--- src/rtl/tarb_ram.sv ---
`timescale 1ns / 1ps
module tarb_ram #(
    parameter int WIDTH = 32,
    parameter int DEPTH = 64
) (
    input  logic                     aclk,
    input  logic                     we,
    input  logic [$clog2(DEPTH)-1:0] waddr,
    input  logic [WIDTH-1:0]         wdata,
    input  logic [$clog2(DEPTH)-1:0] raddr,
    output logic [WIDTH-1:0]         rdata
);
    logic [WIDTH-1:0] mem [DEPTH];

    always_ff @(posedge aclk) begin
        if (we) begin
            mem[waddr] <= wdata;
        end
        rdata <= mem[raddr];
    end
endmodule

--- config.mk ---
export PLATFORM = sky130hd
export DESIGN_NAME = tarb_ram
export DESIGN_NICKNAME = d
export VERILOG_FILES = /design/src/rtl/tarb_ram.sv
export SDC_FILE = /design/constraint.sdc
export NUM_CORES = 2
export LEC_CHECK = 0
export BUFFER_PORTS_ARGS = -buffer_cell sky130_fd_sc_hd__buf_4
export CAP_MARGIN = 15
export CORE_ASPECT_RATIO = 0.7
export CORE_UTILIZATION = 58
export CTS_CLUSTER_DIAMETER = 50
export DETAILED_ROUTE_END_ITERATION = 12
export GPL_TIMING_DRIVEN = 0
export HOLD_SLACK_MARGIN = 0.15
export PLACE_DENSITY = 0.73
export SYNTH_ARGS = -nofsm -noshare
export SYNTH_HDL_FRONTEND = slang
export SYNTH_SLANG_ARGS = --single-unit
--- constraint.sdc ---
create_clock -name aclk -period 4.6 [get_ports aclk]
set_input_delay 0 -clock aclk [delete_from_list [all_inputs] [get_ports aclk]]
set_output_delay 0 -clock aclk [all_outputs]
set_load 0.01 [all_outputs]
# --- After elaboration in Yosys (flattened, before gate mapping) ---
# Memories as Yosys holds them, arrays and structs flattened. A register that Yosys moved wholly into a read port is not among the register bits.
# Index checks and enable logic that the tools add are counted.
totals:
  ff_bits: 0
  n_memories: 1
  elab_cells: 3
  rom_bits: 0
  ramBits: 2048
  latch_bits: 0
  out_inout_bits: 32
memory_table:
  columns: ["memory", "words", "width", "rd", "rd_ports_with_merged_regs", "write_ports", "line", "text"]
  rows:
  - ["mem", 64, 32, 1, 1, 1, "13", "logic [WIDTH-1:0] mem [DEPTH];"]
op_classes:
  n_bitwise: 0
  n_mux: 2
  n_reduce_logical: 0
  addsub: 0
  n_mul: 0
  n_eq_ne: 0
  shift: 0
  n_lt_le_gt_ge: 0
  div_mod_pow: 0
ops:
  columns: ["operator", "n"]
  rows:
  - ["two-way mux 1 bit", 2]

# --- Longest topological paths before layout ---
depth:
  depth_word: 2
  depth_mapped: 10
  mapped_depth_nobuf: 5

# --- Worst setup path before layout ---
# OpenSTA, ideal clock, no wires.
synth_timing:
  kind: "input-to-reg"
  start: "input port waddr[3]"
  end: "memory mem[48][0] (enable)"
  t_arrival_ns: 2.699
  n_path_buf: 1
  path_stages: 4
  path_slack_ns: 1.440
  required_time_ns: 4.139
  cell_sequence: "clkbuf_1 nor2b_1 nand4b_1 nor3_1"
synth_lines:
  columns: ["element", "line", "text"]
  rows:
  - ["from (decl)", "8", "input logic [$clog2(DEPTH)-1:0] waddr,"]
  - ["to (decl)", "13", null]
# No word-level cell before the write port.

==> impl_metrics.tcl <==
set metrics [dict create \
    die-area_mm2 0.1369 \
    grt_start_max_net_pins 65 \
    routedWlPerCell_um 41.22 \
    period_needed_ns 3.682 \
    status "finished, final reports clean" \
    rsz0062_at_grt "no" \
    cap_violations 0 \
    ys_seq_area_share_pct 79.14 \
    period_share_pct 80.04 \
    p_leak_nw 27.92 \
    final_util_pct 67.00 \
    drc_errors 0 \
    setup_viol 0 \
    cts_buffer_depth 3 \
    die_w_um 441.8 \
    busiest_layer "met1" \
    clock_latency_ns 0.85 \
    final_net_count 3757 \
    grt_use_met1_pct 48.55 \
    fillCellCount 7961 \
    finClkSkew_ns 0.03959 \
    path_cells "buf_2 -> buf_2 -> buf_2 -> buf_1 -> nand3b_1 -> o221ai_1 -> a21oi_1 -> a21oi_1 -> nor2_1" \
    core_mm2 0.1338 \
    use_met3_pct 14.53 \
    area_growth_pct 14.20 \
    synth_seq_cells 2080 \
    grt.total_usage_pct 34.45 \
    drive_above_1_share_pct 28.72 \
    synth_cells 3324 \
    yosys-top-cells-area "edfxtp_1 (78%), mux4_2 (16%), mux2i_1 (1.2%)" \
    path_class "in -> reg" \
    start_util_pct 58.67 \
    relSlewSlack_pct 10.56 \
    mostFrequentLayoutCell "edfxtp_1" \
    syn_area_mm2 0.07852 \
    post_cts_buffers 0 \
    gr-usage-met2_pct 47.92 \
    place.gp.congestion 1.028 \
    hold_viol 0 \
    cts_tree "done" \
    grt_first_pass_wirelength_mm 315.1 \
    ir_worst_vdd_v 0.0003940 \
    ant_nets 0 \
    yosys.area.top_type "edfxtp_1" \
    vias_per_cell 7.188 \
    ios 78 \
    antenna_found_initial 14 \
    synth.distinct_cells 34 \
    hold-worst-slack_ns 0.2851 \
    min-delay-path-class "in -> reg" \
    required_ns 5.25 \
    place_hpwl_mm 146.2 \
    powerDensity_mw_per_mm2 428.3 \
    overflow 0 \
    yosysTopAreaCellShare_pct 78.33 \
    die_h_um 309.8 \
    drt_iter0_drc 8109 \
    final_cell_mix "edfxtp_1 (2048), mux4_2 (544), clkbuf_16 (188)" \
    syn-num-nets 3370 \
    syn_avg_cell_area_um2 23.62 \
    portBuffers 69 \
    cp_num_buf_inv 4 \
    setup.worst_path.start_class "input port" \
    worst_pin_slew_ns 1.342 \
    yosys_warnings 0 \
    crit_top_cell "buf_2" \
    detailedRoute.firstPassIterationCount 8 \
    cts_sinks 2080 \
    endpoint_kind "flop" \
    grt_pass1_vias 39010 \
    cp_slowest_cell "buf_1" \
    critPathTopFamily "buffers and inverters" \
    vias 40520 \
    wl_mm 232.3 \
    slew_violations 0 \
    slowest_delay_ns 0.77 \
    ctsHoldBuffers 43 \
    htreeDepth 4 \
    critPathMaxFanout 10 \
    numCtsBuffers 185 \
    max_freq_mhz 271.6 \
    path_clk_slew_ns 0.06 \
    crit_arrival_ns 4.33 \
    post_cts_resized 0 \
    num_rows 112 \
    fin_tns_setup_ns 0 \
    clockRootBuffer "clkbuf_16" \
]
## through the flow
stage          worst slack (ns)  std cells  power (W)  cell area [um^2]
2_1_floorplan             1.440       3324    0.02246             78520
5_1_grt                   1.091       5632    0.03912             89650
4_1_cts                   1.347       5626    0.03828             89600
3_5_place_dp             0.4993       5245    0.02362             83370
6_report                 0.9180       5637    0.03840             89660
3_3_place_gp             -1.689       5160    0.02353             81240
## logic make-up after synthesis
group / Yosys count / share of synthesized area, %
compound gates: 202 / 1.673
buf+inv: 182 / 1.128
flops: 2080 / 79.14
mux: 637 / 16.79
simple gates: 223 / 1.265
## metal layers
metal	part of all wire (%)	wire length, um	vias up
met5	0.0056	13	-
met4	4.4	10150	2
met3	18	41660	577
met2	42	98000	3804
met1	36	82510	21100
li1	-	-	15030
## worst paths after layout
kind	start	endpoint	slack [ns]	cells past startpoint
hold reg to reg	mem[13][8]$_DFFE_PP_	rdata[8]$_DFF_P_	0.88	4
hold / removal	wdata[28]	mem[35][28]$_DFFE_PP_	0.29	2
setup / recovery	raddr[1]	rdata[9]$_DFF_P_	0.92	9
setup reg to reg	mem[19][18]$_DFFE_PP_	rdata[18]$_DFF_P_	1.84	4
## cell type report
cell class / instances / area [um^2] / share of cell area, %
multi-input cells: 1062 / 15970 / 17.81
well taps: 1767 / 2211 / 2.466
plain buffers: 182 / 885.9 / 0.9880
flip-flops and latches: 2080 / 62140 / 69.30
diodes: 8 / 20.02 / 0.02233
clock inverters: 107 / 910.9 / 1.016
clock buffers: 231 / 4886 / 5.449
repair buffers: 200 / 2644 / 2.949
## state kept, by name, indices dropped and copies added, names as in the netlist
| signal | count |
|---|---|
| rdata | 32 |
| mem | 2048 |
## Yosys cell counts
| cell | n |
|---|---|
| nor3_1 | 7 |
| or2_2 | 1 |
| nand4b_1 | 1 |
| and2_1 | 2 |
| mux2i_1 | 93 |
| dfxtp_1 | 32 |
| a21oi_1 | 62 |
| or2_0 | 1 |
| buf_4 | 25 |
| mux4_2 | 544 |
| buf_1 | 21 |
| a41o_1 | 4 |
| a22oi_1 | 12 |
| or3_1 | 3 |
| a311oi_1 | 8 |
| nand2_1 | 26 |
| or3b_2 | 3 |
| or3b_1 | 2 |
| nand3b_1 | 5 |
| nor2b_1 | 15 |
| nand2b_1 | 8 |
| nand4_1 | 2 |
| edfxtp_1 | 2048 |
| and3_1 | 4 |
| o22ai_1 | 84 |
| a31oi_1 | 1 |
| buf_2 | 57 |
| o221ai_1 | 27 |
| clkbuf_1 | 74 |
| o32ai_1 | 4 |
| buf_6 | 5 |
| or2_1 | 1 |
| nor2_1 | 137 |
| nand3_1 | 5 |
## power by group
part	switching (W)	total, W	internal, W
Combinational	0.00158	0.00236	0.000775
Clock	0.00706	0.0150	0.00796
Sequential	0.0000428	0.0210	0.0210
Power figures use the tool's default switching activity.
